<file path="src/hw/rtl/bpdc_pkg.sv">
// Shared types and constants for the button press duration classifier.
`timescale 1ns / 1ps
package bpdc_pkg;

    localparam int REG_W      = 16;
    localparam int DATA_W     = 32;
    localparam int ADDR_W     = 4;

    localparam logic [1:0] REG_ENABLE   = 2'd0;
    localparam logic [1:0] REG_DEBOUNCE = 2'd1;
    localparam logic [1:0] REG_MEDIUM   = 2'd2;
    localparam logic [1:0] REG_LONG     = 2'd3;

    localparam logic [REG_W-1:0] DEBOUNCE_RST = 16'd100;
    localparam logic [REG_W-1:0] MEDIUM_RST   = 16'd2000;
    localparam logic [REG_W-1:0] LONG_RST     = 16'd5000;

    localparam logic [1:0] CLASS_NONE   = 2'd0;
    localparam logic [1:0] CLASS_QUICK  = 2'd1;
    localparam logic [1:0] CLASS_MEDIUM = 2'd2;
    localparam logic [1:0] CLASS_LONG   = 2'd3;

    typedef struct packed {
        logic             enable;
        logic [REG_W-1:0] debounce_ticks;
        logic [REG_W-1:0] medium_threshold;
        logic [REG_W-1:0] long_threshold;
    } cfg_t;

    typedef struct packed {
        logic [1:0] press_class;
        logic       busy_res;
    } result_t;

endpackage

</file>
<file path="src/hw/rtl/bpdc_cfg.sv">
// Configuration register bank behind the APB port.
`timescale 1ns / 1ps
module bpdc_cfg
(
    input  logic                        clk,
    input  logic                        rst_n,
    input  logic                        psel,
    input  logic                        penable,
    input  logic                        pwrite,
    input  logic [bpdc_pkg::ADDR_W-1:0] paddr,
    input  logic [bpdc_pkg::DATA_W-1:0] pwdata,
    output logic [bpdc_pkg::DATA_W-1:0] prdata,
    output logic                        pready,
    output bpdc_pkg::cfg_t              cfg
);

    logic                       enable_reg;
    logic [bpdc_pkg::REG_W-1:0] debounce_reg;
    logic [bpdc_pkg::REG_W-1:0] medium_reg;
    logic [bpdc_pkg::REG_W-1:0] long_reg;
    logic                       wr_en;
    logic [1:0]                 reg_sel;

    assign pready  = 1'b1;
    assign wr_en   = psel & penable & pwrite & pready;
    assign reg_sel = paddr[3:2];

    always_ff @(posedge clk or negedge rst_n)
    begin
        if (!rst_n)
        begin
            enable_reg   <= 1'b0;
            debounce_reg <= bpdc_pkg::DEBOUNCE_RST;
            medium_reg   <= bpdc_pkg::MEDIUM_RST;
            long_reg     <= bpdc_pkg::LONG_RST;
        end
        else if (wr_en)
        begin
            case (reg_sel)
                bpdc_pkg::REG_ENABLE:   enable_reg   <= pwdata[0];
                bpdc_pkg::REG_DEBOUNCE: debounce_reg <= pwdata[bpdc_pkg::REG_W-1:0];
                bpdc_pkg::REG_MEDIUM:   medium_reg   <= pwdata[bpdc_pkg::REG_W-1:0];
                bpdc_pkg::REG_LONG:     long_reg     <= pwdata[bpdc_pkg::REG_W-1:0];
                default:                ;
            endcase
        end
    end

    always_comb
    begin
        case (reg_sel)
            bpdc_pkg::REG_ENABLE:   prdata = {{(bpdc_pkg::DATA_W-1){1'b0}}, enable_reg};
            bpdc_pkg::REG_DEBOUNCE: prdata = bpdc_pkg::DATA_W'(debounce_reg);
            bpdc_pkg::REG_MEDIUM:   prdata = bpdc_pkg::DATA_W'(medium_reg);
            bpdc_pkg::REG_LONG:     prdata = bpdc_pkg::DATA_W'(long_reg);
            default:                prdata = '0;
        endcase
    end

    assign cfg.enable           = enable_reg;
    assign cfg.debounce_ticks   = debounce_reg;
    assign cfg.medium_threshold = medium_reg;
    assign cfg.long_threshold   = long_reg;

endmodule

</file>
<file path="src/hw/rtl/bpdc_core.sv">
// Press cycle state, counters and classification for one sample per step.
`timescale 1ns / 1ps
module bpdc_core
#(
    parameter int COUNT_WIDTH = 16
)
(
    input  logic              clk,
    input  logic              rst_n,
    input  logic              step,
    input  logic              level,
    input  bpdc_pkg::cfg_t    cfg,
    output bpdc_pkg::result_t result
);

    localparam int CMP_W = (COUNT_WIDTH > bpdc_pkg::REG_W) ? COUNT_WIDTH : bpdc_pkg::REG_W;
    localparam logic [COUNT_WIDTH-1:0] CNT_MAX = {COUNT_WIDTH{1'b1}};

    logic                   prev_level_reg,  prev_level_next;
    logic                   armed_reg,       armed_next;
    logic                   pending_reg,     pending_next;
    logic                   started_reg,     started_next;
    logic [COUNT_WIDTH-1:0] since_high_reg,  since_high_next;
    logic [COUNT_WIDTH-1:0] duration_reg,    duration_next;

    logic                   arm;
    logic                   active;
    logic [COUNT_WIDTH-1:0] since_inc;
    logic [COUNT_WIDTH-1:0] duration_inc;
    logic [CMP_W-1:0]       since_cmp;
    logic [CMP_W-1:0]       duration_cmp;
    logic [1:0]             class_sel;

    assign arm          = cfg.enable & ~armed_reg & ~prev_level_reg & level;
    assign active       = armed_reg | arm;
    assign since_inc    = (since_high_reg == CNT_MAX) ? CNT_MAX : since_high_reg + 1'b1;
    assign duration_inc = (started_reg && duration_reg != CNT_MAX) ?
                          duration_reg + 1'b1 : duration_reg;
    assign since_cmp    = CMP_W'(since_inc);
    assign duration_cmp = CMP_W'(duration_inc);

    always_comb
    begin
        if (duration_cmp > CMP_W'(cfg.long_threshold))
            class_sel = bpdc_pkg::CLASS_LONG;
        else if (duration_cmp > CMP_W'(cfg.medium_threshold))
            class_sel = bpdc_pkg::CLASS_MEDIUM;
        else
            class_sel = bpdc_pkg::CLASS_QUICK;
    end

    always_comb
    begin
        prev_level_next    = level;
        armed_next         = active;
        pending_next       = pending_reg;
        started_next       = started_reg;
        since_high_next    = since_high_reg;
        duration_next      = duration_reg;
        result.press_class = bpdc_pkg::CLASS_NONE;
        if (active)
        begin
            duration_next = duration_inc;
            if (level)
            begin
                pending_next    = 1'b1;
                since_high_next = '0;
                if (!started_reg)
                begin
                    started_next  = 1'b1;
                    duration_next = '0;
                end
            end
            else if (pending_reg)
            begin
                since_high_next = since_inc;
                if (since_cmp > CMP_W'(cfg.debounce_ticks))
                begin
                    result.press_class = class_sel;
                    armed_next         = 1'b0;
                    pending_next       = 1'b0;
                    started_next       = 1'b0;
                    since_high_next    = '0;
                    duration_next      = '0;
                end
            end
        end
        result.busy_res = armed_next;
    end

    always_ff @(posedge clk or negedge rst_n)
    begin
        if (!rst_n)
        begin
            prev_level_reg <= 1'b0;
            armed_reg      <= 1'b0;
            pending_reg    <= 1'b0;
            started_reg    <= 1'b0;
            since_high_reg <= '0;
            duration_reg   <= '0;
        end
        else if (step)
        begin
            prev_level_reg <= prev_level_next;
            armed_reg      <= armed_next;
            pending_reg    <= pending_next;
            started_reg    <= started_next;
            since_high_reg <= since_high_next;
            duration_reg   <= duration_next;
        end
    end

`ifndef NO_ASSERTIONS
    a_pending_armed: assert property (@(posedge clk) disable iff (!rst_n)
        pending_reg |-> armed_reg)
        else $error("release pending outside an armed cycle");

    a_started_armed: assert property (@(posedge clk) disable iff (!rst_n)
        started_reg |-> armed_reg)
        else $error("duration running outside an armed cycle");

    a_idle_clear: assert property (@(posedge clk) disable iff (!rst_n)
        !armed_reg |-> (since_high_reg == '0 && duration_reg == '0))
        else $error("counters not cleared while idle");

    a_arm_enable: assert property (@(posedge clk) disable iff (!rst_n)
        $rose(armed_reg) |-> $past(cfg.enable) && $past(step) && $past(level))
        else $error("cycle armed without enable and a high sample");
`endif

endmodule

</file>
<file path="src/hw/rtl/button_press_duration_classifier.sv">
// Top level: sample input register, classifier core, result register, APB registers.
//
//   channel   dir   handshake                          payload
//   s_axis    in    s_tvalid / s_tready                s_tdata[0] button_level
//   m_axis    out   m_tvalid / m_tready                m_tdata[1:0] press_class, [2] busy_res
//   apb       in    psel & penable & pwrite & pready   paddr, pwdata, prdata
//
// One result per sample; an accepted sample waits in the input register and moves to the output register on a step.
// Throughput is one sample per cycle while m_tready stays high; the core updates its state on each step.
// rst_n clears the cycle state and both pipeline valids; registers return to defaults.
// A stalled m_tready holds the result; the input register then fills and s_tready drops.
`timescale 1ns / 1ps
module button_press_duration_classifier
#(
    parameter int COUNT_WIDTH = 16
)
(
    input  logic                        clk,
    input  logic                        rst_n,
    input  logic                        s_tvalid,
    output logic                        s_tready,
    input  logic [7:0]                  s_tdata,   // [0] button_level
    output logic                        m_tvalid,
    input  logic                        m_tready,
    output logic [7:0]                  m_tdata,   // [1:0] press_class, [2] busy_res
    input  logic                        psel,
    input  logic                        penable,
    input  logic                        pwrite,
    input  logic [bpdc_pkg::ADDR_W-1:0] paddr,
    input  logic [bpdc_pkg::DATA_W-1:0] pwdata,
    output logic [bpdc_pkg::DATA_W-1:0] prdata,
    output logic                        pready
);

    bpdc_pkg::cfg_t    cfg;
    bpdc_pkg::result_t result;

    logic       in_valid_reg;
    logic       in_level_reg;
    logic       out_valid_reg;
    logic [1:0] out_class_reg;
    logic       out_busy_reg;
    logic       step;

    assign step     = in_valid_reg & (~out_valid_reg | m_tready);
    assign s_tready = ~in_valid_reg | step;
    assign m_tvalid = out_valid_reg;
    assign m_tdata  = {5'b0, out_busy_reg, out_class_reg};

    bpdc_cfg u_cfg
    (
        .clk     (clk),
        .rst_n   (rst_n),
        .psel    (psel),
        .penable (penable),
        .pwrite  (pwrite),
        .paddr   (paddr),
        .pwdata  (pwdata),
        .prdata  (prdata),
        .pready  (pready),
        .cfg     (cfg)
    );

    bpdc_core #(.COUNT_WIDTH(COUNT_WIDTH)) u_core
    (
        .clk    (clk),
        .rst_n  (rst_n),
        .step   (step),
        .level  (in_level_reg),
        .cfg    (cfg),
        .result (result)
    );

    always_ff @(posedge clk or negedge rst_n)
    begin
        if (!rst_n)
        begin
            in_valid_reg  <= 1'b0;
            out_valid_reg <= 1'b0;
        end
        else
        begin
            if (s_tready)
                in_valid_reg <= s_tvalid;
            if (step)
                out_valid_reg <= 1'b1;
            else if (m_tready)
                out_valid_reg <= 1'b0;
        end
    end

    always_ff @(posedge clk)
    begin
        if (s_tready && s_tvalid)
            in_level_reg <= s_tdata[0];
        if (step)
        begin
            out_class_reg <= result.press_class;
            out_busy_reg  <= result.busy_res;
        end
    end

`ifndef NO_ASSERTIONS
    a_class_idle: assert property (@(posedge clk) disable iff (!rst_n)
        (out_valid_reg && out_class_reg != bpdc_pkg::CLASS_NONE) |-> !out_busy_reg)
        else $error("completed press reported while still busy");

    a_step_frees: assert property (@(posedge clk) disable iff (!rst_n)
        (out_valid_reg && !m_tready) |-> !step)
        else $error("result register overwritten while stalled");

    a_in_hold: assert property (@(posedge clk) disable iff (!rst_n)
        (in_valid_reg && !step) |=> in_valid_reg && $stable(in_level_reg))
        else $error("pending sample lost while stalled");
`endif

endmodule

</file>
<file path="config.mk">
export PLATFORM = sky130hd
export DESIGN_NAME = button_press_duration_classifier
export DESIGN_NICKNAME = d
export VERILOG_FILES = /design/src/hw/rtl/bpdc_pkg.sv /design/src/hw/rtl/bpdc_cfg.sv /design/src/hw/rtl/bpdc_core.sv /design/src/hw/rtl/button_press_duration_classifier.sv
export SDC_FILE = /design/constraint.sdc
export NUM_CORES = 1
export LEC_CHECK = 0
export BUFFER_PORTS_ARGS = -buffer_cell sky130_fd_sc_hd__buf_2
export CAP_MARGIN = 20
export CORE_AREA = 2 2 136 190
export DETAILED_ROUTE_END_ITERATION = 10
export DIE_AREA = 0 0 138 192
export PLACE_DENSITY = 0.45
export SLEW_MARGIN = 25
export SYNTH_ARGS = -nofsm -noshare
export SYNTH_HDL_FRONTEND = slang
export SYNTH_SLANG_ARGS = --single-unit
</file>
<file path="constraint.sdc">
create_clock -name clk -period 3.6 [get_ports clk]
set_clock_uncertainty 0.1 [all_clocks]
set_input_delay 0.36 -clock clk [delete_from_list [all_inputs] [get_ports clk]]
set_output_delay 0.36 -clock clk [all_outputs]
set_load 0.02 [all_outputs]
</file>
; ---- After elaboration in Yosys (flattened, before gate mapping)
; Index checks and enable logic that the tools add are counted.
[word_totals]
regBits = 91
wordCells = 78
[classes]
n_mux = 23
addsub = 2
n_lt_le_gt_ge = 3
reduce_logical = 14
n_eq_ne = 5
bitwise = 16
[ops]
columns = operator, n
row1 = $mux 16, 9
row2 = $pmux 32 s4, 1
row3 = $gt 16x16->1, 3
row4 = $add 16x1->16 const B, 2
row5 = $eq 16x16->1 const B, 1
row6 = $ne 16x16->1 const B, 1
row7 = $mux 1, 11
row8 = $reduce_and 2->1, 5
row9 = $not 1->1, 7
row10 = $and 1x1->1, 6
row11 = $reduce_bool 2->1, 3
row12 = $eq 2x2->1 const B, 2
row13 = $mux 2, 2
row14 = $reduce_and 4->1, 1
row15 = $reduce_or 4->1, 1
row16 = $or 1x1->1, 3
row17 = $reduce_and 3->1, 1
row18 = $eq 2x1->1 const B, 1
row19 = $logic_and 1x1->1, 2
row20 = $logic_not 2->1, 1

; ---- Logic depth before layout (Yosys ltp)
[depth]
ltp_word = 7
ltp_mapped = 18

; ---- Cells and area by module
; Synthesis repeated with hierarchy kept, for this count alone.
[unflattened]
cells_unflattened = 641
hier_area_um2 = 6368.6
[by_module_without_submodules]
columns = mod, cells_each, n_inst, area_each_um2
row1 = bpdc_core, 456, 1, 3622.2
row2 = bpdc_cfg, 166, 1, 2473.6
row3 = button_press_duration_classifier, 19, 1, 272.8

; ---- Worst setup path after synthesis
; No wires, ideal clock.
[synth_timing]
path_kind = flip-flop to flip-flop
start = register u_core.since_high_reg[0]
end = register u_core.duration_reg[14]
synth_period_minus_slack_ns = 3.743
arrival_ns = 3.522
required_time_ns = 3.379
stages_incl_launch_ff = 18
path_buffers = 4
setup_time_ns = 0.121
path_slack_ns = -0.143
cell_sequence = dfrtp_1 > ha_1 > and3_2 > and4_1 > buf_4 > and4_4 > nand2b_4 > buf_2 > buf_2 > nand2_1 > ha_1 > nand4_1 > nor4_2 > a221oi_2 > o21a_1 > buf_2 > a21o_1 > a22o_1
[synth_via]
elab_chain_len = 6
[synth_lines]
columns = item, line_no
row1 = from (decl), bpdc_core.sv:23  ; logic [COUNT_WIDTH-1:0] since_high_reg, since_high_next;
row2 = from (signal assigned), bpdc_core.sv:108  ; since_high_reg <= since_high_next;
row3 = $add 16x1->16 / $eq 16x16->1 (equally long branches), bpdc_core.sv:36  ; assign since_inc = (since_high_reg == CNT_MAX) ? CNT_MAX : since_high_reg + 1'b1;
row4 = $mux 16 (*), bpdc_core.sv:36
row5 = $gt 16x16->1 (*), bpdc_core.sv:77  ; if (since_cmp > CMP_W'(cfg.debounce_ticks))
row6 = $mux 16 (*), bpdc_core.sv:77
row7 = $mux 16 (*), bpdc_core.sv:74  ; else if (pending_reg)
row8 = $mux 16 (*), bpdc_core.sv:64  ; if (level)
row9 = to (signal assigned), bpdc_core.sv:109  ; duration_reg <= duration_next;
row10 = to (decl), bpdc_core.sv:24  ; logic [COUNT_WIDTH-1:0] duration_reg, duration_next;
; Every way passes the cells marked *; elsewhere a longest branch is shown, timed or not.
; A chain may end at the register's enable or synchronous reset.

; ---- Worst setup path after layout
[layout_timing]
start = register u_core.since_high_reg[0]
end = register u_core.duration_reg[13]
; The elaborated chain is that of the path after synthesis.

==> impl_metrics.toml <==
[cells_and_area]
diodes = 0
drive_gt1_share_pct = 32.1
area_delta_synth_final_pct = 28.4
final_util_pct = 31.8
fillers = 2620
num-nets-final = 900

[sta]
fin_crit_sh_pct = 99.2
tightest_slew_ns = 0.947
final-setup-viol-count = 0
fmax_mhz = 280
min_period_ns = 3.57
slew_headroom_pct = 36.7
rsz0062_at_grt = "true"
setup_tns_ns = 0
hold_viol_final = 12
fin_ws_ns = 0.0290
slew_violations = 0
fin_hold_ws_ns = -0.0307

[grt]
grt_max_degree = 57
grt_pass1_wl_um = 27000
overflow = 0
antenna_found_initial = 0
grtUsageTotal_pct = 12.8
grt_pass1_vias = 5176

[floorplanning]
ioPinCount = 94
die_w_um = 138
core_um2 = 24700
die_h_um = 192
start_util_pct = 24.7
rows = 68
die_area_um2 = 26500

[synthesis]
ys_top_cells_by_area = "dfrtp_1 30%, ha_1 10%, dfstp_2 6.0%"
ys_ff_latch = 91
yosysMostFrequentCell = "nand2_1"
synth-simple-area-share_pct = 17.3
synth_top_area_share_pct = 29.9
synthMuxAreaShare_pct = 4.61
syn_area_um2 = 6100
synth.distinct_cells = 63
syn_inst = 679
synth_ff_type = "dfrtp_1"
synth_xor_area_share_pct = 3.44
yosys_warnings = 0
synth-async-reset-ratio_pct = 95.6
synth_top_family_by_area = "compound AO/OA/AOI/OAI gates"
syn-mean-instance-area_um2 = 8.99
synth_compound_area_share_pct = 18.2
synthAdderAreaFrac_pct = 10.2
synth.yosys.seq_area_share_pct = 37.9
synth_enable_flop_cells = 4
synth_top_cell_by_area = "dfrtp_1"
synth_common_cells = "89 x nand2_1, 73 x dfrtp_1, 54 x inv_1"

[critical_path]
crit_family = "simple AND/OR/NAND/NOR gates"
crit_chain = "ha_2 > and3_4 > and4_4 > and4_4 > nand2_2 > mux2_4 > ha_4 > nand4_1 > buf_4 > nor4_4 > nand2_2 > nand3_2 > o21ai_2 > buf_4 > or4_1 > o21ai_1"
crit_required_ns = 3.79
reg2reg_slack_ns = 0.03
cp_num_buf_inv = 2
r2r-end = "u_core.duration_reg[13]"
reg2reg_depth = 16
cp_slowest_cell = "or4_1"
slowest_delay_ns = 0.39
r2r_start = "u_core.since_high_reg[0]"
start_kind = "flip-flop"
arrival_ns = 3.76
worst-path-max-fanout = 5
crit_path_end_kind = "flip-flop"
path_class = "flip-flop to flip-flop"

[status]
violations = "negative hold slack"
outcome = "finished with violations"

[clock_tree]
clk_pin_slew_ns = 0.07
clk_latency_ns = 0.36
cts.sinks = 91
cts_buffer_depth = 2
root_buffer = "clkbuf_16"
tritoncts = "yes"
cts_made_buffers = 9
htreeDepth = 3
hold_buffers = 0

[drt]
drt-initial-drc-count = 155
dr.pass1.iters = 4
vias = 5078
finalWirelength_um = 16700
wl_per_cell_um = 14.9
postRouteAntennaNets = 0
drc = 0
vias_per_cell = 4.54

[power]
p_per_area_nw_per_um2 = 478
p_leak_uw = 0.00374
power_uw = 3750
ir_drop_mv = 0.216

[run]
maxCapViolCount = 0

[place]
hpwlAfterDp_um = 13000
globalplace.congestion = 0.785
numPortBuffers = 46
pre_cts_ws_ns = -0.0907

[min_path]
min_path_type = "input pin to async pin"
-- worst max-delay path by stage --
stage	slack, ns	to	startpoint	cells past startpoint
after floorplan	0.01	u_core.duration_reg[14]	u_core.since_high_reg[0]	17
after global placement	-0.06	u_core.since_high_reg[14]	u_core.since_high_reg[0]	17
after detailed placement	-0.09	u_core.duration_reg[13]	u_core.since_high_reg[0]	14
after CTS	-0.05	u_core.duration_reg[13]	u_core.since_high_reg[0]	15
after global routing	-0.1	u_core.duration_reg[13]	u_core.since_high_reg[1]	16
final	0.03	u_core.duration_reg[13]	u_core.since_high_reg[0]	16
-- layout make-up --
cell class              instances  area (um2)  area share, %
repair buffers                140         975           12.4
well taps                     315         394           5.03
clock inverters                 7        52.6          0.670
flip-flops and latches         91        2310           29.5
multi-input cells             503        3670           46.9
inverters                      54         203           2.59
clock buffers                   9         225           2.87
-- layout by cell type, fill, tap and decap left out, types with 3 or more instances in the layout --
master,synthesis,layout
nor2_1,33,30
ha_1,50,42
a22o_1,22,22
xnor2_1,16,11
dfstp_2,14,14
o21ai_1,22,26
nand2_1,89,80
xnor2_2,0,5
nand2_2,1,10
a31o_4,0,3
nor3_1,4,4
buf_6,1,3
a21o_1,7,7
nor2b_1,5,5
o21ai_0,43,37
a31o_1,6,6
a21oi_2,3,8
nand4_1,15,15
and3_1,6,5
nor2_4,1,3
mux2_2,22,21
edfxtp_1,4,4
dfrtp_1,73,73
o22ai_1,7,7
and4_4,2,5
clkbuf_16,0,9
xor2_1,8,6
a31oi_1,5,5
a21oi_1,36,31
nand3_1,18,16
buf_4,24,90
inv_1,54,54
and2_1,13,13
conb_1,2,22
buf_2,5,45
nand2b_1,7,6
and3_4,1,3
ha_4,0,6
-- layer usage --
metal / vias up / track usage [%] / share of wire, %
met5: - / 0 / 0
li1: 2577 / - / -
met1: 2407 / 14.7 / 42
met2: 68 / 23.8 / 54
met4: 0 / 5.42 / 2.7
met3: 26 / 1.67 / 2.1
-- metrics by stage --
stage          std cells  area [um2]
2_1_floorplan        699        6180
3_3_place_gp        1087        7110
3_5_place_dp        1087        7110
4_1_cts             1109        7490
5_1_grt             1119        7840
6_report            1119        7840
-- logic make-up (layout without fill, tap and decap cells) --
| family | Yosys count | count (layout) |
|---|---|---|
| mux | 24 | 24 |
| xor+xnor | 24 | 24 |
| simple gates | 211 | 211 |
| flops | 91 | 91 |
| fa+ha+maj | 50 | 50 |
| other cells | 2 | 22 |
| buf+inv | 105 | 210 |
| compound gates | 172 | 172 |
-- where the power goes --
group / switching (uW) / internal (uW)
registers: 126 / 1250
clock network: 442 / 474
logic: 796 / 662
-- what timing repair did --
| item | in CTS | in global routing |
|---|---|---|
| pin swaps | 7 | 20 |
| buffers inserted | 6 | 10 |
| gates cloned | 0 | 0 |
| resized for setup | 11 | 55 |
| setup endpoints to repair | 22 | 33 |
Power figures use the tool's default switching activity.
